[src/hdl/lgfs_pkg.sv]
`timescale 1ns / 1ps

package lgfs_pkg;

   localparam int BOARDS_DEFAULT     = 2;
   localparam int CHANNELS_PER_BOARD = 24;
   localparam int WORD_BITS          = 12;
   localparam int CHAN_BITS          = 6;
   localparam int LEVEL_BITS         = 16;

   localparam logic [WORD_BITS-1:0]  WORD_MAX  = 12'hFFF;
   localparam logic [LEVEL_BITS-1:0] LEVEL_MAX = 16'h0FFF;

   localparam logic [1:0] ACTION_SET    = 2'd0;
   localparam logic [1:0] ACTION_READ   = 2'd1;
   localparam logic [1:0] ACTION_COMMIT = 2'd2;

   localparam logic KIND_READ  = 1'b0;
   localparam logic KIND_FRAME = 1'b1;

   typedef struct packed {
      logic [1:0]            action;
      logic [CHAN_BITS-1:0]  channel;
      logic [LEVEL_BITS-1:0] level;
   } req_type;

   typedef struct packed {
      logic                 kind;
      logic [WORD_BITS-1:0] word;
      logic                 bad_channel;
      logic                 last;
   } rsp_type;

   typedef struct packed {
      logic                 en;
      logic [CHAN_BITS-1:0] channel;
      logic [WORD_BITS-1:0] word;
   } wr_type;

endpackage

[src/hdl/led_grayscale_frame_store_top.sv]
`timescale 1ns / 1ps

// Grayscale frame store for a chain of BOARDS LED driver boards, 24 channels each.
// req_* channel (valid/ready) takes one word: set, read or commit.
// rsp_* channel (valid/ready) returns read replies and frame words.
// The store is a ring of one cell per channel; commit and read rotate the ring
// one full turn, which brings it back to rest alignment.
// Set: taken with no reply; the next word can follow at once.
// Read inside the chain: the ring turns once in ST_READ while the word is caught
// at the head, then ST_REPLY loads the reply into the output register; a channel
// outside the chain goes straight to ST_REPLY and replies with bad_channel set.
// Commit: one frame word per cycle while the receiver is not stalling, highest channel
// first, each through the output register, last set on channel 0; CHAIN_LEN words in all.
// req_ready is high only while no read or commit is in progress.
// A stalled receiver holds the output register and pauses the commit turn.
// Synchronous reset clears every cell to zero and empties the output register.
module led_grayscale_frame_store_top #(
   parameter int BOARDS = lgfs_pkg::BOARDS_DEFAULT
) (
   input  logic              clock,
   input  logic              reset,
   input  logic              req_valid,
   output logic              req_ready,
   input  lgfs_pkg::req_type req_data,
   output logic              rsp_valid,
   input  logic              rsp_ready,
   output lgfs_pkg::rsp_type rsp_data
);

   localparam int CHAIN_LEN = BOARDS * lgfs_pkg::CHANNELS_PER_BOARD;
   localparam int CNT_W     = $clog2(CHAIN_LEN);
   localparam logic [CNT_W-1:0] LAST_COUNT = CNT_W'(CHAIN_LEN - 1);
   localparam logic [lgfs_pkg::CHAN_BITS:0] CHAIN_LIMIT =
      (lgfs_pkg::CHAN_BITS + 1)'(CHAIN_LEN);
   localparam logic [lgfs_pkg::CHAN_BITS-1:0] LAST_CHANNEL =
      lgfs_pkg::CHAN_BITS'(CHAIN_LEN - 1);

   typedef enum logic [1:0] {
      ST_IDLE,
      ST_READ,
      ST_COMMIT,
      ST_REPLY
   } state_type;

   state_type                      state_ff;
   logic [CNT_W-1:0]               count_ff;
   logic [CNT_W-1:0]               target_ff;
   logic [lgfs_pkg::WORD_BITS-1:0] read_word_ff;
   logic                           bad_ff;
   lgfs_pkg::rsp_type              rsp_ff;
   logic                           rsp_valid_ff;

   logic                           out_free;
   logic                           rsp_load;
   logic                           in_chain;
   logic                           shift_en;
   lgfs_pkg::wr_type               wr;
   logic [lgfs_pkg::WORD_BITS-1:0] head;
   logic [CNT_W-1:0]               target_in;

   assign req_ready = (state_ff == ST_IDLE);
   assign out_free  = !rsp_valid_ff || rsp_ready;
   assign rsp_load  = ((state_ff == ST_COMMIT) || (state_ff == ST_REPLY)) && out_free;
   assign in_chain  = ({1'b0, req_data.channel} < CHAIN_LIMIT);
   assign target_in = CNT_W'(LAST_CHANNEL - req_data.channel);
   assign shift_en  = (state_ff == ST_READ) || ((state_ff == ST_COMMIT) && out_free);

   always_comb begin
      wr.en      = req_valid && req_ready && (req_data.action == lgfs_pkg::ACTION_SET)
                   && in_chain;
      wr.channel = req_data.channel;
      wr.word    = (req_data.level > lgfs_pkg::LEVEL_MAX) ? lgfs_pkg::WORD_MAX
                                                          : req_data.level[11:0];
   end

   lgfs_chain #(
      .CHAIN_LEN(CHAIN_LEN)
   ) u_chain (
      .clock    (clock),
      .reset    (reset),
      .shift_en (shift_en),
      .wr       (wr),
      .head     (head)
   );

   always_ff @(posedge clock) begin
      if (reset) begin
         state_ff     <= ST_IDLE;
         count_ff     <= '0;
         rsp_valid_ff <= 1'b0;
      end else begin
         rsp_valid_ff <= rsp_load || (rsp_valid_ff && !rsp_ready);
         unique case (state_ff)
            ST_IDLE: begin
               if (req_valid) begin
                  priority if (req_data.action == lgfs_pkg::ACTION_READ) begin
                     count_ff  <= '0;
                     target_ff <= target_in;
                     if (in_chain) begin
                        bad_ff   <= 1'b0;
                        state_ff <= ST_READ;
                     end else begin
                        bad_ff       <= 1'b1;
                        read_word_ff <= '0;
                        state_ff     <= ST_REPLY;
                     end
                  end else if (req_data.action == lgfs_pkg::ACTION_COMMIT) begin
                     count_ff <= '0;
                     state_ff <= ST_COMMIT;
                  end else begin
                     state_ff <= ST_IDLE;
                  end
               end
            end
            ST_READ: begin
               if (count_ff == target_ff) begin
                  read_word_ff <= head;
               end
               if (count_ff == LAST_COUNT) begin
                  count_ff <= '0;
                  state_ff <= ST_REPLY;
               end else begin
                  count_ff <= count_ff + 1'b1;
               end
            end
            ST_COMMIT: begin
               if (out_free) begin
                  rsp_ff.kind        <= lgfs_pkg::KIND_FRAME;
                  rsp_ff.word        <= head;
                  rsp_ff.bad_channel <= 1'b0;
                  rsp_ff.last        <= (count_ff == LAST_COUNT);
                  if (count_ff == LAST_COUNT) begin
                     count_ff <= '0;
                     state_ff <= ST_IDLE;
                  end else begin
                     count_ff <= count_ff + 1'b1;
                  end
               end
            end
            ST_REPLY: begin
               if (out_free) begin
                  rsp_ff.kind        <= lgfs_pkg::KIND_READ;
                  rsp_ff.word        <= read_word_ff;
                  rsp_ff.bad_channel <= bad_ff;
                  rsp_ff.last        <= 1'b0;
                  state_ff           <= ST_IDLE;
               end
            end
            default: begin
               state_ff <= ST_IDLE;
            end
         endcase
      end
   end

   assign rsp_valid = rsp_valid_ff;
   assign rsp_data  = rsp_ff;

`ifndef SYNTHESIS
   // ring must be back at rest alignment whenever new words are taken
   a_idle_aligned: assert property (@(posedge clock) disable iff (reset)
      (state_ff == ST_IDLE) |-> (count_ff == '0))
      else $error("ring count not at rest while idle");

   a_no_shift_idle: assert property (@(posedge clock) disable iff (reset)
      ((state_ff == ST_IDLE) || (state_ff == ST_REPLY)) |-> !shift_en)
      else $error("ring shifted outside a read or commit");

   a_bad_reply: assert property (@(posedge clock) disable iff (reset)
      (rsp_valid && rsp_data.bad_channel) |->
         ((rsp_data.word == '0) && (rsp_data.kind == lgfs_pkg::KIND_READ) && !rsp_data.last))
      else $error("bad channel reply malformed");

   a_last_ends_commit: assert property (@(posedge clock) disable iff (reset)
      (state_ff == ST_COMMIT && out_free && count_ff == LAST_COUNT) |=>
         (state_ff == ST_IDLE && rsp_valid && rsp_data.last))
      else $error("commit did not end on the last word");
`endif

endmodule

[src/hdl/lgfs_cell.sv]
`timescale 1ns / 1ps

module lgfs_cell #(
   parameter int INDEX = 0
) (
   input  logic                             clock,
   input  logic                             reset,
   input  logic                             shift_en,
   input  logic [lgfs_pkg::WORD_BITS-1:0]   shift_in,
   input  lgfs_pkg::wr_type                 wr,
   output logic [lgfs_pkg::WORD_BITS-1:0]   word
);

   logic [lgfs_pkg::WORD_BITS-1:0] data_ff;
   logic [lgfs_pkg::WORD_BITS-1:0] data_in;

   always_comb begin
      data_in = data_ff;
      if (shift_en) begin
         data_in = shift_in;
      end else if (wr.en && (wr.channel == lgfs_pkg::CHAN_BITS'(INDEX))) begin
         data_in = wr.word;
      end
   end

   always_ff @(posedge clock) begin
      if (reset) begin
         data_ff <= '0;
      end else begin
         data_ff <= data_in;
      end
   end

   assign word = data_ff;

endmodule

[src/hdl/lgfs_chain.sv]
`timescale 1ns / 1ps

module lgfs_chain #(
   parameter int CHAIN_LEN = lgfs_pkg::BOARDS_DEFAULT * lgfs_pkg::CHANNELS_PER_BOARD
) (
   input  logic                             clock,
   input  logic                             reset,
   input  logic                             shift_en,
   input  lgfs_pkg::wr_type                 wr,
   output logic [lgfs_pkg::WORD_BITS-1:0]   head
);

   logic [lgfs_pkg::WORD_BITS-1:0] words [CHAIN_LEN];

   // ring: each cell takes its lower neighbor, cell 0 takes the head
   for (genvar i = 0; i < CHAIN_LEN; i++) begin : g_cell
      lgfs_cell #(
         .INDEX(i)
      ) u_cell (
         .clock    (clock),
         .reset    (reset),
         .shift_en (shift_en),
         .shift_in ((i == 0) ? words[CHAIN_LEN-1] : words[(i == 0) ? 0 : i-1]),
         .wr       (wr),
         .word     (words[i])
      );
   end

   assign head = words[CHAIN_LEN-1];

endmodule

[config.mk]
export PLATFORM = sky130hd
export DESIGN_NAME = led_grayscale_frame_store_top
export DESIGN_NICKNAME = d
export VERILOG_FILES = /design/src/hdl/lgfs_pkg.sv /design/src/hdl/led_grayscale_frame_store_top.sv /design/src/hdl/lgfs_cell.sv /design/src/hdl/lgfs_chain.sv
export SDC_FILE = /design/constraint.sdc
export NUM_CORES = 1
export LEC_CHECK = 0
export BUFFER_PORTS_ARGS = -buffer_cell sky130_fd_sc_hd__buf_4
export CAP_MARGIN = 0
export CELL_PAD_IN_SITES_DETAIL_PLACEMENT = 0
export CELL_PAD_IN_SITES_GLOBAL_PLACEMENT = 1
export CORE_MARGIN = 2
export CORE_UTILIZATION = 45
export CTS_BUF_LIST = sky130_fd_sc_hd__clkbuf_16
export DETAILED_ROUTE_END_ITERATION = 10
export PLACE_DENSITY = 0.85
export SLEW_MARGIN = 30
export SYNTH_ARGS = -nofsm -noshare
export SYNTH_HDL_FRONTEND = slang
export SYNTH_SLANG_ARGS = --single-unit
[constraint.sdc]
create_clock -name clock -period 3.53 [get_ports clock]
set_input_delay 0.5295 -clock clock [delete_from_list [all_inputs] [get_ports clock]]
set_output_delay 0.5295 -clock clock [all_outputs]
set_load 0.005 [all_outputs]
==> results.json <==
{
  "cts_inserted_buffers": 68,
  "synth_edf_count": 34,
  "rsz0062_at_grt": "no",
  "tns_ps": 0,
  "cts.sinks": 619,
  "grt_max_degree": 189,
  "setup_ws_ps": 732,
  "coreArea_um2": 61600,
  "vias": 23500,
  "crit_path_max_fanout": 30,
  "cts.clk_slew.worst_paths_ps": 60,
  "min_period_ps": 2800,
  "die_h_um": 253,
  "yosys_register_bits": 619,
  "maxCapViolCount": 0,
  "fmax_ghz": 0.357,
  "cts_hold_buf": 0,
  "met3_length_mm": 2.98,
  "area_growth_pct": 7.73,
  "synth_cells": 2992,
  "preCtsSetupSlack_ps": 648,
  "drc": 0,
  "tightest_slew_ps": 848,
  "hold_viol_final": 0,
  "cp.required_ps": 3960,
  "ys_types": 52,
  "async_flop_share_pct": 0,
  "drt_wl_total_mm": 66.0,
  "maxSlewViolCount": 0,
  "grt_pass1_wl_mm": 109,
  "path_class": "register to register",
  "postCtsSetupBuffers": 0,
  "cts_buffer_depth": 3,
  "final-setup-viol-count": 0,
  "wl_per_cell_um": 18.3,
  "drive_gt1_share_pct": 11.1,
  "drt-initial-drc-count": 2233,
  "relSlewSlack_pct": 43.5,
  "path_cells": "inv_1, ha_1, and4bb_4, buf_12, nand4b_2, nand4_1, o221ai_1",
  "cts_tree": "built",
  "antenna_cells": 0,
  "gp_congestion": 0.769,
  "grt_pass1_vias": 21300,
  "post_cts_resized": 0,
  "wl_met2_mm": 31.3,
  "wl_met1_mm": 30.6,
  "port_buffers": 44,
  "top_layer": "met5",
  "start_util_pct": 45.4,
  "insertion_delay_ps": 610,
  "grt_usage_pct": 20.0,
  "antenna_found_initial": 1,
  "ys_warn_count": 0,
  "grt_overflow_total": 0,
  "endpoint_kind": "register",
  "critPathArrivalTime_ps": 3230,
  "clock_skew_ps": 23.9,
  "power_density_nw_per_um2": 645,
  "drtPass1Iterations": 6,
  "syn_area_um2": 27900,
  "die_x_um": 253,
  "synth_seq_area_share_pct": 45.6,
  "ys.flop_type": "dfxtp_1",
  "ios": 45,
  "cpPeakStageDelay_ps": 540,
  "cts_htree_levels": 3,
  "status": "finished clean",
  "peakVddDrop_uv": 928,
  "synth.avg_cell_area_um2": 9.34,
  "cts_root_buf": "clkbuf_16",
  "critPathSlowestCell": "nand4b_2",
  "via_per_inst": 6.53,
  "min_path_type": "input port to register",
  "synth_fp_nets": 3030,
  "dieArea_um2": 64100,
  "fin_crit_sh_pct": 79.3,
  "postRouteAntennaNets": 0,
  "rows": 91,
  "p_leak_uw": 0.0102,
  "fin_nets": 2759,
  "dp_hpwl_mm": 37.6,
  "start_kind": "register"
}
per-layer routing:
layer | global-route usage [%] | up-vias
met3 | 2.95 | 89
met1 | 27.3 | 11600
met5 | 0 | -
met2 | 32.8 | 513
li1 | - | 11300
met4 | 5.83 | 2
metrics by stage:
step	util (%)	std cells	instance area (um2)	hold slack (ps)	power (uW)
2_1_floorplan	-	2992	27900	466	11600
3_3_place_gp	45.5	3487	28000	476	12600
3_5_place_dp	45.5	3487	28000	482	12800
4_1_cts	48.8	3600	30100	162	19400
5_1_grt	48.9	3601	30100	172	20300
6_report	48.9	3601	30100	190	19400
report_power, final:
group          internal [uW]  total (uW)  switching [uW]
combinational            710        5480            4770
clock                   3850        6710            2860
sequential              7170        7230            52.5
cell families after synthesis:
| group | after synthesis | synth area share (%) |
|---|---|---|
| and+or+nand+nor | 1289 | 26.8 |
| adders and majority gates | 10 | 0.448 |
| muxes | 13 | 0.519 |
| buffers and inverters | 454 | 7.30 |
| xor gates and xnor gates | 6 | 0.188 |
| AOI/OAI and AO/OA | 601 | 19.2 |
| DFF | 619 | 45.6 |
cell usage after synthesis, types with 4 or more instances:
master    instances  area (um2)
and2_1           14        87.6
nand2_1         593        2230
nand2b_1         16         100
buf_2           139         696
nand4b_2          8         120
xnor2_1           4        35.0
o221ai_2         23         345
nand4b_4         38         903
clkbuf_1        212         796
mux2_2           12         135
inv_1            12        45.0
buf_4             6        45.0
buf_6            15         169
o31ai_1           5        37.5
nand4_1         578        3620
ha_1             10         125
and4bb_2          4        50.1
dfxtp_1         585       11700
a21oi_1           9        45.0
o221ai_1        553        4840
nor4b_4           4        95.1
or4_1             4        30.0
edfxtp_1         34        1020
buf_1            64         240
final cells by class:
class / count / area (um2)
fill: 5614 / 31500
multi-input combinational: 1919 / 13200
sequential: 619 / 12700
clock buffer: 71 / 1780
tap: 837 / 1050
timing repair buffer: 100 / 963
clock inverter: 42 / 290
inverter: 13 / 56.3
sequential cells by signal, indices dropped and copies added, names as in the netlist:
register                    cells
read_word_ff                   12
count_ff                        6
state_ff                        2
rsp_valid                       1
target_ff                       6
rsp_data                       15
bad_ff                          1
u_chain.g_cell.u_cell.word    576
worst paths after layout:
kind,from,to,slack (ps),depth (start not counted)
worst max-delay path,state_ff[1],u_chain.g_cell[22].u_cell.word[7],730,7
worst min-delay path,req_data[20],target_ff[4],190,1
worst max register to register,state_ff[1],u_chain.g_cell[22].u_cell.word[7],730,7
worst min register to register,u_chain.g_cell[24].u_cell.word[6],u_chain.g_cell[24].u_cell.word[6],500,2
critical path: cells and delay by family (launching register included):
family                     cells  cell delay, ps
and+or+nand+nor                3            1300
buffers and inverters          2             480
DFF                            1             330
adders and majority gates      1             330
AOI/OAI and AO/OA              1             150
placed cells by master, fill, tap and decap left out, drive strengths merged, types with 10 or more instances in the layout:
master | synthesis | routed
and2 | 14 | 14
buf | 226 | 100
clkbuf | 215 | 71
clkinv | 0 | 26
dfxtp | 585 | 585
edfxtp | 34 | 34
ha | 10 | 10
inv | 13 | 25
mux2 | 12 | 12
nand2 | 593 | 593
nand2b | 16 | 16
nand4 | 578 | 578
nand4b | 48 | 48
o221ai | 576 | 576
Power figures use the tool's default switching activity.
